==> config.mk <==
export PLATFORM = sky130hd
export DESIGN_NAME = led_blink_sequencer
export DESIGN_NICKNAME = d
export VERILOG_FILES = /design/src/design/lbs_pkg.sv /design/src/design/led_blink_sequencer.sv /design/src/design/lbs_state.sv
export SDC_FILE = /design/constraint.sdc
export NUM_CORES = 1
export LEC_CHECK = 0
export BUFFER_PORTS_ARGS = -buffer_cell sky130_fd_sc_hd__buf_2
export CORE_MARGIN = 10
export CORE_UTILIZATION = 50
export DETAILED_ROUTE_END_ITERATION = 16
export GPL_ROUTABILITY_DRIVEN = 0
export PLACE_DENSITY_LB_ADDON = 0.12
export RECOVER_POWER = 100
export SYNTH_ARGS = -nofsm -noshare
export SYNTH_HDL_FRONTEND = slang
export SYNTH_SLANG_ARGS = --single-unit
==> constraint.sdc <==
create_clock -name clk -period 5.3 [get_ports clk]
set_input_delay 0.795 -clock clk [delete_from_list [all_inputs] [get_ports clk]]
set_output_delay 0.795 -clock clk [all_outputs]
set_load 0.01 [all_outputs]
==> src/design/lbs_pkg.sv <==
// Package for the LED blink sequencer.
// Holds the item kind codes, the result struct and the parameter defaults.
// No dependencies.
package lbs_pkg;

  localparam int unsigned TIME_BITS_DEFAULT  = 16;
  localparam int unsigned COUNT_BITS_DEFAULT = 16;
  localparam int unsigned COLOR_BITS         = 24;

  typedef enum logic [1:0] {
    KIND_TICK   = 2'd0,
    KIND_STATIC = 2'd1,
    KIND_BLINK  = 2'd2
  } kind_t;

  typedef struct packed {
    logic [COLOR_BITS-1:0] drive_color;
    logic                  blinking;
  } result_t;

endpackage

==> src/design/led_blink_sequencer.sv <==
// Top level of the LED blink sequencer: input register, state update, result register.
// Depends on lbs_pkg and lbs_state.
//
//  channel | handshake             | payload
//  --------+-----------------------+---------------------------------------------
//  input   | in_valid / in_stall   | kind, new_color, blink_period, on_time,
//          |                       | blink_count
//  output  | out_valid / out_stall | drive_color, blinking
//
// One item per cycle sustained while out_stall stays low; each item yields one
// result, passing through the input register, then the result register.
// The state registers update when an item leaves the input register, so the
// result shows the state after that item.
// rst is synchronous: static mode, LED off, both stages empty.
// A stalled result holds the result register; the input register still takes
// one more item, after which in_stall rises.
module led_blink_sequencer #(
  parameter int unsigned TIME_BITS  = lbs_pkg::TIME_BITS_DEFAULT,
  parameter int unsigned COUNT_BITS = lbs_pkg::COUNT_BITS_DEFAULT
) (
  input  logic                           clk,
  input  logic                           rst,
  input  logic                           in_valid,
  output logic                           in_stall,
  input  logic [1:0]                     kind,
  input  logic [lbs_pkg::COLOR_BITS-1:0] new_color,
  input  logic [TIME_BITS-1:0]           blink_period,
  input  logic [TIME_BITS-1:0]           on_time,
  input  logic [COUNT_BITS-1:0]          blink_count,
  output logic                           out_valid,
  input  logic                           out_stall,
  output logic [lbs_pkg::COLOR_BITS-1:0] drive_color,
  output logic                           blinking
);

  // input register
  logic                           stage_valid;
  logic [1:0]                     stage_kind;
  logic [lbs_pkg::COLOR_BITS-1:0] stage_color;
  logic [TIME_BITS-1:0]           stage_period;
  logic [TIME_BITS-1:0]           stage_on;
  logic [COUNT_BITS-1:0]          stage_count;

  logic             advance;   // result register can take a new item
  logic             step;      // item moves from input reg to result reg
  logic             accept;
  lbs_pkg::result_t result;

  assign advance  = !out_valid || !out_stall;
  assign step     = stage_valid && advance;
  assign in_stall = stage_valid && !advance;
  assign accept   = in_valid && !in_stall;

  always_ff @(posedge clk) begin
    if (rst) begin
      stage_valid <= 1'b0;
    end else begin
      stage_valid <= accept || (stage_valid && !advance);
    end
  end

  always_ff @(posedge clk) begin
    if (accept) begin
      stage_kind   <= kind;
      stage_color  <= new_color;
      stage_period <= blink_period;
      stage_on     <= on_time;
      stage_count  <= blink_count;
    end
  end

  lbs_state #(
    .TIME_BITS  (TIME_BITS),
    .COUNT_BITS (COUNT_BITS)
  ) u_state (
    .clk          (clk),
    .rst          (rst),
    .step         (step),
    .kind         (stage_kind),
    .new_color    (stage_color),
    .blink_period (stage_period),
    .on_time      (stage_on),
    .blink_count  (stage_count),
    .result       (result)
  );

  // result register
  always_ff @(posedge clk) begin
    if (rst) begin
      out_valid <= 1'b0;
    end else begin
      out_valid <= step || (out_valid && out_stall);
    end
  end

  always_ff @(posedge clk) begin
    if (step) begin
      drive_color <= result.drive_color;
      blinking    <= result.blinking;
    end
  end

  // an empty result register never holds back the input side
  a_no_stall_when_empty: assert property (@(posedge clk) disable iff (rst)
    !out_valid |-> !in_stall)
    else $error("in_stall high with empty result register");

  // a new result only comes from an item held in the input register
  a_result_from_stage: assert property (@(posedge clk) disable iff (rst)
    $rose(out_valid) |-> $past(stage_valid))
    else $error("result appeared without a staged item");

  // a set-static item always ends a blink run
  a_static_clears_blink: assert property (@(posedge clk) disable iff (rst)
    (step && stage_kind == lbs_pkg::KIND_STATIC) |=> !blinking)
    else $error("blinking still set after set-static item");

endmodule

==> src/design/lbs_state.sv <==
// Blink state registers and the per-item update logic.
// Depends on lbs_pkg. Produces the result of the item being applied.
module lbs_state #(
  parameter int unsigned TIME_BITS  = lbs_pkg::TIME_BITS_DEFAULT,
  parameter int unsigned COUNT_BITS = lbs_pkg::COUNT_BITS_DEFAULT
) (
  input  logic                            clk,
  input  logic                            rst,
  input  logic                            step,
  input  logic [1:0]                      kind,
  input  logic [lbs_pkg::COLOR_BITS-1:0]  new_color,
  input  logic [TIME_BITS-1:0]            blink_period,
  input  logic [TIME_BITS-1:0]            on_time,
  input  logic [COUNT_BITS-1:0]           blink_count,
  output lbs_pkg::result_t                result
);

  logic                           in_blink_mode, in_blink_mode_next;
  logic                           lit_phase, lit_phase_next;
  logic [TIME_BITS-1:0]           phase_ticks_left, phase_ticks_left_next;
  logic [COUNT_BITS-1:0]          blinks_left, blinks_left_next;
  logic                           run_forever, run_forever_next;
  logic [lbs_pkg::COLOR_BITS-1:0] held_color, held_color_next;
  logic [TIME_BITS-1:0]           held_period, held_period_next;
  logic [TIME_BITS-1:0]           held_on_time, held_on_time_next;

  logic [TIME_BITS-1:0]  on_clamped;
  logic [TIME_BITS-1:0]  gap;
  logic [TIME_BITS-1:0]  lit_len;
  logic [COUNT_BITS-1:0] blinks_dec;

  always_comb begin
    on_clamped = (on_time < blink_period) ? on_time : (blink_period >> 1);
    gap        = (held_period > held_on_time) ? (held_period - held_on_time)
                                              : '0;
    // lit phase lasts at least one tick
    lit_len    = (held_on_time == '0) ? TIME_BITS'(1) : held_on_time;
    blinks_dec = blinks_left - COUNT_BITS'(1);

    in_blink_mode_next    = in_blink_mode;
    lit_phase_next        = lit_phase;
    phase_ticks_left_next = phase_ticks_left;
    blinks_left_next      = blinks_left;
    run_forever_next      = run_forever;
    held_color_next       = held_color;
    held_period_next      = held_period;
    held_on_time_next     = held_on_time;

    case (kind)
      lbs_pkg::KIND_TICK: begin
        if (in_blink_mode) begin
          if (phase_ticks_left > TIME_BITS'(1)) begin
            phase_ticks_left_next = phase_ticks_left - TIME_BITS'(1);
          end else if (lit_phase && !run_forever && blinks_dec == '0) begin
            // last blink done: static, LED off
            in_blink_mode_next    = 1'b0;
            lit_phase_next        = 1'b0;
            phase_ticks_left_next = '0;
            blinks_left_next      = '0;
            run_forever_next      = 1'b0;
            held_color_next       = '0;
          end else if (lit_phase && gap != '0) begin
            if (!run_forever) blinks_left_next = blinks_dec;
            lit_phase_next        = 1'b0;
            phase_ticks_left_next = gap;
          end else begin
            if (lit_phase && !run_forever) blinks_left_next = blinks_dec;
            lit_phase_next        = 1'b1;
            phase_ticks_left_next = lit_len;
          end
        end
      end
      lbs_pkg::KIND_STATIC: begin
        in_blink_mode_next    = 1'b0;
        lit_phase_next        = 1'b0;
        phase_ticks_left_next = '0;
        blinks_left_next      = '0;
        run_forever_next      = 1'b0;
        held_color_next       = new_color;
      end
      lbs_pkg::KIND_BLINK: begin
        held_color_next       = new_color;
        held_period_next      = blink_period;
        held_on_time_next     = on_clamped;
        blinks_left_next      = blink_count;
        run_forever_next      = (blink_count == '0);
        in_blink_mode_next    = 1'b1;
        lit_phase_next        = 1'b1;
        phase_ticks_left_next = (on_clamped == '0) ? TIME_BITS'(1) : on_clamped;
      end
      default: begin
      end
    endcase

    result.blinking    = in_blink_mode_next;
    result.drive_color = (in_blink_mode_next && !lit_phase_next) ? '0
                                                                  : held_color_next;
  end

  always_ff @(posedge clk) begin
    if (rst) begin
      in_blink_mode    <= 1'b0;
      lit_phase        <= 1'b0;
      phase_ticks_left <= '0;
      blinks_left      <= '0;
      run_forever      <= 1'b0;
      held_color       <= '0;
      held_period      <= '0;
      held_on_time     <= '0;
    end else if (step) begin
      in_blink_mode    <= in_blink_mode_next;
      lit_phase        <= lit_phase_next;
      phase_ticks_left <= phase_ticks_left_next;
      blinks_left      <= blinks_left_next;
      run_forever      <= run_forever_next;
      held_color       <= held_color_next;
      held_period      <= held_period_next;
      held_on_time     <= held_on_time_next;
    end
  end

endmodule
Word level (Yosys, flattened, before mapping)
Index checks and enable logic that the tools add are counted.

word-level totals
  bits in registers = 192
  input bits = 78
  output and inout port bits = 27

cells by class
  add/subtract/negate cells = 3
  order comparisons = 3
  equal/unequal tests = 7
  mux-type cells = 33
  reductions and logical operators = 29

operators by type and width
  operator                                                         count
  2-to-1 mux 16 bit                                                14
  case mux 16 bit (3 select lines)                                 2
  2-to-1 mux 24 bit                                                3
  zero test 16 bit                                                 4
  case mux 24 bit (2 select lines)                                 1
  subtractor 16 x 1 -> 16 bit (second input constant)              2
  greater-than comparator 16 x 1 -> 1 bit (second input constant)  1
  greater-than comparator 16 bit                                   1
  < comparator 16 bit                                              1
  nonzero test 16 bit                                              1
  subtractor 16 bit                                                1
  2-to-1 mux 1 bit                                                 10
  case mux 1 bit (3 select lines)                                  3
  logical AND 1 bit                                                8
  zero test 1 bit                                                  6
  AND reduction 6 bit                                              1
  AND reduction 5 bit                                              1
  != test 2 x 1 -> 1 bit (second input constant)                   2
  != test 4 x 1 -> 1 bit (second input constant)                   1
  != test 4 bit (second input constant)                            1
  logical OR 1 bit                                                 3
  AND reduction 3 bit                                              1
  nonzero test 3 bit                                               1
  == test 2 x 1 -> 1 bit (second input constant)                   1
  other kinds (5)                                                  5

Logic depth before layout (Yosys ltp)
Gate-level depths: netlist of run 1.

  depth after elaboration = 11
  mapped depth = 13

By module
A second synthesis of run 1 with hierarchy kept.

second synthesis, totals
  cell total of the unflattened synthesis = 990
  area total of the unflattened synthesis = 9846.9 um^2

by module, submodules not included
  module               times used  cells an instance  area an instance (um^2)  seq. area each (um^2)
  lbs_state            1           881                6787.8                   1821.7
  led_blink_sequencer  1           109                3059.2                   3012.9

Worst setup path before layout of run 1
Ideal clock, no wire load.

  kind = input to register
  start = input port out_stall
  end = register stage_color[0] in the netlist's numbering (enable)
  data arrival time = 4.304 ns
  setup slack = 0.481 ns
  stages on the path = 2
  path through = and3_1 -> nor2b_1

on the way
  cells in the longest elaborated chain, start to end = 6

RTL lines
  element                 RTL line                   RTL
  start: declaration      led_blink_sequencer.sv:31  input logic out_stall,
  zero test 1 bit         led_blink_sequencer.sv:49  assign advance = !out_valid || !out_stall;
  logical OR 1 bit        led_blink_sequencer.sv:49
  zero test 1 bit         led_blink_sequencer.sv:51  assign in_stall = stage_valid && !advance;
  logical AND 1 bit       led_blink_sequencer.sv:51
  zero test 1 bit         led_blink_sequencer.sv:52  assign accept = in_valid && !in_stall;
  logical AND 1 bit       led_blink_sequencer.sv:52
  named net accept        led_blink_sequencer.sv:46  logic accept;
  end signal: assignment  led_blink_sequencer.sv:65  stage_color <= new_color;
  end: declaration        led_blink_sequencer.sv:39  logic [lbs_pkg::COLOR_BITS-1:0] stage_color;

The timed path passes the listed nets, and every way through them passes these cells.
A chain may end at the register's enable or synchronous reset.

Final worst setup path of run 1
  start = register u_state.blinks_left[0]
  end = register u_state.held_color[0] in the netlist's numbering

on the way
  cells in the longest elaborated chain, start to end = 7

RTL lines
  element                           RTL line          RTL
  start: declaration                lbs_state.sv:21   logic [COUNT_BITS-1:0] blinks_left, blinks_left_next;
  start signal: assignment          lbs_state.sv:114  blinks_left <= blinks_left_next;
  subtractor 16 x 1 -> 16 bit       lbs_state.sv:38   blinks_dec = blinks_left - COUNT_BITS'(1);
  zero test 16 bit                  lbs_state.sv:54   end else if (lit_phase && !run_forever && blinks_dec == '0) begin
  logical AND 1 bit                 lbs_state.sv:54
  2-to-1 mux 24 bit                 lbs_state.sv:54
  2-to-1 mux 24 bit                 lbs_state.sv:52   if (phase_ticks_left > TIME_BITS'(1)) begin
  2-to-1 mux 24 bit                 lbs_state.sv:51   if (in_blink_mode) begin
  case mux 24 bit (2 select lines)  lbs_state.sv:49   case (kind)
  end signal: assignment            lbs_state.sv:116  held_color <= held_color_next;
  end: declaration                  lbs_state.sv:23   logic [lbs_pkg::COLOR_BITS-1:0] held_color, held_color_next;

Every way passes these cells.

==> qor_table.md, run 1 <==
| Parameter | Reported | Unit |
|:---|:---|:---|
| Mean Syn Cell Area | 9.16 | um2 |
| Relative max-transition margin | -60.9 | % |
| Number of port buffers | 104 | - |
| Number of vias per cell after detailed routing | 5.93 | - |
| Violations in the final reports | capacitance limit, slew limit | - |
| Clock Sink Count | 192 | - |
| Average wire per standard cell | 18.3 | um |
| Number of DRC markers in iteration 0 | 831 | - |
| Seq. cell area | 0.00483 | mm2 |
| Most frequent cells in the layout | a21oi_1, nand2_1, nor2_1, edfxtp_1, dfxtp_1 | - |
| Worst path required time | 5.50 | ns |
| Kind of cell adding the most delay to the critical path | compound AO/OA/AOI/OAI gates | - |
| Worst-Margin Slew | 2.41 | ns |
| Post_cts resized | 0 | - |
| Max Freq | 237 | MHz |
| Initial core utilization | 51.3 | % |
| Net count after synthesis | 1257 | - |
| Run status | complete, but fails checks | - |
| Area of the core | 0.0204 | mm2 |
| Global-route wire length before repair | 44200 | um |
| Max Clock Skew | 0.0146 | ns |
| Number of placed I/O pins | 105 | - |
| Post-route ant nets | 0 | - |
| Main flop type after synthesis | edfxtp_1 | - |
| Final setup viols | 0 | - |
| Worst hold path type | reg -> reg | - |
| Data arrival time of the critical path | 4.42 | ns |
| Number of violations of the max-capacitance limit | 5 | - |
| RSZ-0062 raised after global routing | false | - |
| Min Clock Period, post-route | 4.22 | ns |
| Antenna violations before repair | 0 | - |
| Leading cell type in the layout, fill and taps excluded | a21oi_1 | - |
| Element type at the critical path start | flop | - |
| Combined area of the multi-input logic cells | 0.00513 | mm2 |
| Top cells by area in the synthesized netlist | edfxtp_1, dfxtp_1, a21oi_1 | - |
| Fraction of final layout cells with drive strength greater than 1 | 12.0 | % |
| Total congestion overflow | 0 | - |
| Site row count | 52 | - |
| Core utilization of the finished layout | 57.0 | % |
| Vias in the first global route | 8445 | - |
| Number of hold violations in the final report | 0 | - |
| Cells along the critical path | inv_1, ha_1, o41ai_1, o311a_1, o22ai_2, nor4_4, a31o_1, nand2_2, o21ai_0, a21oi_1 | - |
| Number of distinct library cells after synthesis | 77 | - |
| Final sum of negative setup slack | 0 | ns |
| H-tree levels | 4 | - |
| Root cell of the clock tree | clkbuf_16 | - |
| Pin count of the biggest net entering global routing | 75 | - |
| Overall die height | 165 | um |
| Final WL | 27200 | um |
| Static leakage | 4.42 | nW |
| Power per standard cell area | 322 | mW/mm2 |
| Number of remaining DRC errors | 0 | - |
| Cts-stage hold buffer count | 0 | - |
| Nets | 1320 | - |
| Number of pins exceeding their max-slew limit in the final report | 251 | - |
| Post-CTS Setup Repair Bufs | 0 | - |
| Yosys warns | 0 | - |
| Post-synthesis cell type with the largest combined area | edfxtp_1 | - |
| Total of flip-flops plus latches after synthesis | 192 | - |
| Worst path max stage delay | 0.65 | ns |
| Via total after detailed routing | 8815 | - |
| Share of the synthesized area in the top cell type | 28.5 | % |
| Cell count after synthesis | 1140 | - |
| Detailed-routing iteration count for the pre-antenna-repair pass | 5 | - |
| Crit share post-route | 79.7 | % |
| Share of synthesized flip-flops with an asynchronous set or reset | 0 | % |
| Worst IR Drop VDD | 0.216 | mV |
| Clock edge transition at the registers on the reported setup and hold paths | 0.08 | ns |
| Maximum fanout along the worst path | 24 | - |
| Full die area | 0.0271 | mm2 |
| Crit. End Element | flop | - |
| Worst-Skew Late Latency | 0.44 | ns |
| Share of synthesized area occupied by flip-flops and latches | 46.3 | % |
| Width of the chip | 165 | um |
| Diode count | 0 | - |
| Critical-path cell with the highest stage delay | a31o_1 | - |
| Number of buffers created by CTS | 17 | - |
| Clock tree from TritonCTS | yes | - |
| Total chip power | 3.73 | mW |
| Number of fill cells | 1829 | - |
| Number of synthesized flops with an enable pin | 99 | - |
| Critical path class | reg -> reg | - |
| Syn Std Cell Area | 0.0104 | mm2 |
| Tot GR Track Use | 20.2 | % |
| Post-synthesis to final-layout area growth | 11.1 | % |
| DP HPWL | 19100 | um |
| Count of buffer and inverter cells on the critical path | 1 | - |
| Number of buffers on the longest clock path | 2 | - |
-- cell families (layout without fill, tap and decap cells) --
kind of cell             Yosys count  after routing  share of synthesized area (%)
AND/OR/NAND/NOR                  390            390                           17.9
AO/OA/AOI/OAI                    357            357                           22.2
flip-flops                       192            192                           46.3
buffers and inverters            117            193                           4.79
adder cells (fa/ha/maj)           39             39                           4.74
XOR/XNOR                          24             24                           2.01
multiplexers                      21             21                           2.06
-- stage by stage --
| step | cell area, um2 | cells | setup WS, ns | hold slack (ns) |
|---|---|---|---|---|
| after floorplan | 10400 | 1140 | 0.481 | 0.435 |
| after global placement | 11100 | 1454 | 1.52 | 0.447 |
| after detailed placement | 11100 | 1454 | 1.42 | 0.451 |
| after CTS | 11700 | 1486 | 1.41 | 0.461 |
| after global routing | 11600 | 1486 | 0.637 | 0.484 |
| final | 11600 | 1486 | 1.08 | 0.461 |
-- cell type report --
class	count	share of cell area, %
multi-input cells	831	44.2
inverters	46	1.49
clock inverters	14	1.43
repair buffers	115	4.60
clock buffers	18	3.70
flip-flops and latches	192	41.7
well taps	270	2.91
-- worst paths after layout --
| kind | start | end | slack (ns) | cells after the start |
|---|---|---|---|---|
| worst max-delay path | u_state.blinks_left[0] | u_state.held_color[0] | 1.08 | 10 |
| worst min-delay path | u_state.held_period[0] | u_state.held_period[0] | 0.46 | 2 |
| worst max register to register | u_state.blinks_left[0] | u_state.held_color[0] | 1.08 | 10 |
| worst min register to register | u_state.held_period[0] | u_state.held_period[0] | 0.46 | 2 |
-- worst register-to-register path, stage by stage, from the launching register on --
cell	delay [ns]
dfxtp_1	0.44
inv_1	0.10
ha_1	0.39
o41ai_1	0.40
o311a_1	0.26
o22ai_2	0.10
nor4_4	0.53
a31o_1	0.65
nand2_2	0.59
o21ai_0	0.42
a21oi_1	0.11
-- power by group --
group | switching, mW | leakage, nW | internal, mW | total, mW
logic | 0.458 | 2.42 | 0.275 | 0.733
clock network | 0.643 | 0.286 | 0.638 | 1.28
registers | 0.0672 | 1.72 | 1.65 | 1.72
-- cells in the mapped netlist, drive strengths merged, types with 7 or more instances --
cell and instances:
a211oi 36, a21o 37, a21oi 135, a22oi 7
and3 7, buf 17, clkbuf 54, dfxtp 93
edfxtp 99, ha 38, inv 46, mux2i 17
nand2 121, nand2b 7, nand3 27, nor2 104
nor2b 7, nor3 50, nor4 21, o211ai 11
o21ai 67, o221ai 7, o22ai 9, xnor2 12
xor2 12
-- sequential cells by signal, summed over array words and instances (netlist names) --
signal,count
blinking,1
drive_color,24
out_valid,1
stage_color,24
stage_count,16
stage_kind,2
stage_on,16
stage_period,16
stage_valid,1
u_state.blinks_left,16
u_state.held_color,24
u_state.held_on_time,16
u_state.held_period,16
u_state.in_blink_mode,1
u_state.lit_phase,1
u_state.phase_ticks_left,16
u_state.run_forever,1
-- layer usage --
| metal | up-vias | track usage, % | share of wire, % |
|---|---|---|---|
| li1 | 4319 | - | - |
| met2 | 289 | 29.9 | 44 |
| met5 | - | 0 | 0 |
| met4 | 0 | 5.52 | 1.9 |
| met1 | 4166 | 29.1 | 48 |
| met3 | 41 | 4.46 | 6.0 |
(Power assumes the default switching activity.)
==> inputs of run 2 (changes only) <==
- clock period: 5.3 -> 3.6 ns (I/O delays scaled with it)
==> run 2 against run 1 <==
Against the previous run:
- the flow still finishes with violations (capacitance limit, slew limit)
- sequential power is 47% higher
- final cell count grew 1.3%
- hold slack got worse by 0.19 ns
- clock skew about the same
- critical path type unchanged
- largest cell class unchanged
- highest routed layer unchanged
==> qor_table.md, run 2 (same netlist as run 1, synthesis figures left out) <==
| Parameter | Reported | Unit |
|:---|:---|:---|
| Final Hold Slack | 0.270 | ns |
| Number of buffers created by CTS | 17 | - |
| Clock tree from TritonCTS | yes | - |
| DP HPWL | 19300 | um |
| Number of buffers on the longest clock path | 2 | - |
| Full die area | 0.0271 | mm2 |
| Number of violations of the max-capacitance limit | 2 | - |
| Worst path required time | 3.77 | ns |
| Number of DRC markers in iteration 0 | 705 | - |
| Root cell of the clock tree | clkbuf_16 | - |
| Leading registers by flop count | drive_color: 24 flops, stage_color: 24 flops, u_state.held_color: 24 flops | - |
| Element type at the critical path start | flop | - |
| Critical path class | reg -> reg | - |
| Worst path max stage delay | 0.57 | ns |
| Post-synthesis to final-layout area growth | 12.3 | % |
| Switching share of total power | 30.9 | % |
| H-tree levels | 4 | - |
| Post-route ant nets | 0 | - |
| Worst-Skew Late Latency | 0.44 | ns |
| Crit share post-route | 97.2 | % |
| Final sum of negative setup slack | 0 | ns |
| Cells along the critical path | or3_1, or4b_4, o31a_1, o22ai_1, nor4_4, a21oi_1, nand3b_1, a21oi_4, nor3_1 | - |
| Average wire per standard cell | 18.3 | um |
| Post-layout instance area | 0.0117 | mm2 |
| Total congestion overflow | 0 | - |
| Setup slack of the critical path after layout | 0.102 | ns |
| Number of vias per cell after detailed routing | 5.87 | - |
| Global-route wire length before repair | 43800 | um |
| Area of the core | 0.0204 | mm2 |
| Part of the total power dissipated in sequential elements | 46.1 | % |
| Min Clock Period, post-route | 3.50 | ns |
| Crit. End Element | flop | - |
| Worst-Margin Slew | 1.84 | ns |
| Max Clock Skew | 0.0145 | ns |
| Number of hold violations in the final report | 0 | - |
| Detailed-routing iteration count for the pre-antenna-repair pass | 6 | - |
| Relative max-transition margin | -23.0 | % |
| Width of the chip | 165 | um |
| Fraction of final layout cells with drive strength greater than 1 | 12.8 | % |
| Max Freq | 286 | MHz |
| Number of remaining DRC errors | 0 | - |
| Data arrival time of the critical path | 3.67 | ns |
| Initial core utilization | 51.3 | % |
| Overall die height | 165 | um |
| Violations in the final reports | capacitance limit, slew limit | - |
| Site row count | 52 | - |
| Most frequent cells in the layout | a21oi_1, nand2_1, nor2_1, edfxtp_1, dfxtp_1 | - |
| Switch Pwr | 1.70 | mW |
| Power per standard cell area | 468 | mW/mm2 |
| Final setup viols | 0 | - |
| Nets | 1339 | - |
| Share of power burned in the clock network | 33.5 | % |
| Diode count | 0 | - |
| Run status | complete, but fails checks | - |
| Number of placed I/O pins | 105 | - |
| Clock edge transition at the registers on the reported setup and hold paths | 0.08 | ns |
| Worst hold path type | in -> reg | - |
| Pin count of the biggest net entering global routing | 75 | - |
| Vias in the first global route | 8338 | - |
| Critical-path cell with the highest stage delay | or4b_4 | - |
| Static leakage | 4.53 | nW |
| RSZ-0062 raised after global routing | false | - |
| Number of port buffers | 104 | - |
| Tot GR Track Use | 20.0 | % |
| Antenna violations before repair | 0 | - |
| Final WL | 27500 | um |
| Internal cell power | 3.80 | mW |
| Dpl cell area | 0.0112 | mm2 |
| Number of pins exceeding their max-slew limit in the final report | 113 | - |
| Proportion of power drawn by combinational gates | 20.4 | % |
| Leading cell type in the layout, fill and taps excluded | a21oi_1 | - |
| Worst IR Drop VDD | 0.354 | mV |
| Maximum fanout along the worst path | 12 | - |
| Clock Sink Count | 192 | - |
| Via total after detailed routing | 8841 | - |
| Dpl ws | 0.0791 | ns |
## run 2: per-stage QoR
stage / util (%) / cells / power (mW)
after global placement: 55.2 / 1470 / 3.67
after floorplan: - / 1140 / 3.35
final: 57.6 / 1505 / 5.49
after detailed placement: 55.2 / 1470 / 3.68
after global routing: 57.6 / 1505 / 5.75
after CTS: 58.0 / 1502 / 5.51
## run 2: path summary, 6_finish.rpt
kind                     startpoint                     end  slack, ns  cells after the start
max          u_state.blinks_left[5]          drive_color[0]       0.10                      9
min                   new_color[11]         stage_color[11]       0.27                      1
max reg2reg  u_state.blinks_left[5]          drive_color[0]       0.10                      9
min reg2reg  u_state.held_period[0]  u_state.held_period[0]       0.46                      2
## run 2: worst max-delay path: cells and delay by family, from the launching register on
family / cells / cell delay [ns]
flops: 1 / 0.39
compound gates: 4 / 1.30
simple gates: 5 / 1.52
## run 2: area by class of cell
type                    instances  area [um2]
inverters                      46         173
fillers                      1800        8630
repair buffers                132         701
clock inverters                13         144
clock buffers                  19         433
multi-input cells             833        5110
flip-flops and latches        192        4830
well taps                     270         338
## run 2: power by group through the flow
stage | clock, mW | combinational, mW | sequential, mW
2_1_floorplan | 0 | 0.805 | 2.55
3_3_place_gp | 0 | 1.09 | 2.58
3_5_place_dp | 0 | 1.10 | 2.58
4_1_cts | 1.88 | 1.11 | 2.53
5_1_grt | 1.97 | 1.24 | 2.54
6_report | 1.84 | 1.12 | 2.53
## run 2: metal layers
layer | wire length [um] | vias to the layer above | global-route usage (%)
li1 | - | 4369 | -
met1 | 13000 | 4152 | 28.8
met2 | 12500 | 299 | 30.7
met3 | 1720 | 21 | 3.51
met4 | 226 | 0 | 4.27
met5 | 0 | - | 0
## run 2: what timing repair did
item / CTS / global route
endpoints found under the setup margin: 0 / 38
buffers inserted: 0 / 1
hold endpoints to repair: 0 / 0
gates resized for setup: 0 / 7
hold buffers: 0 / 0
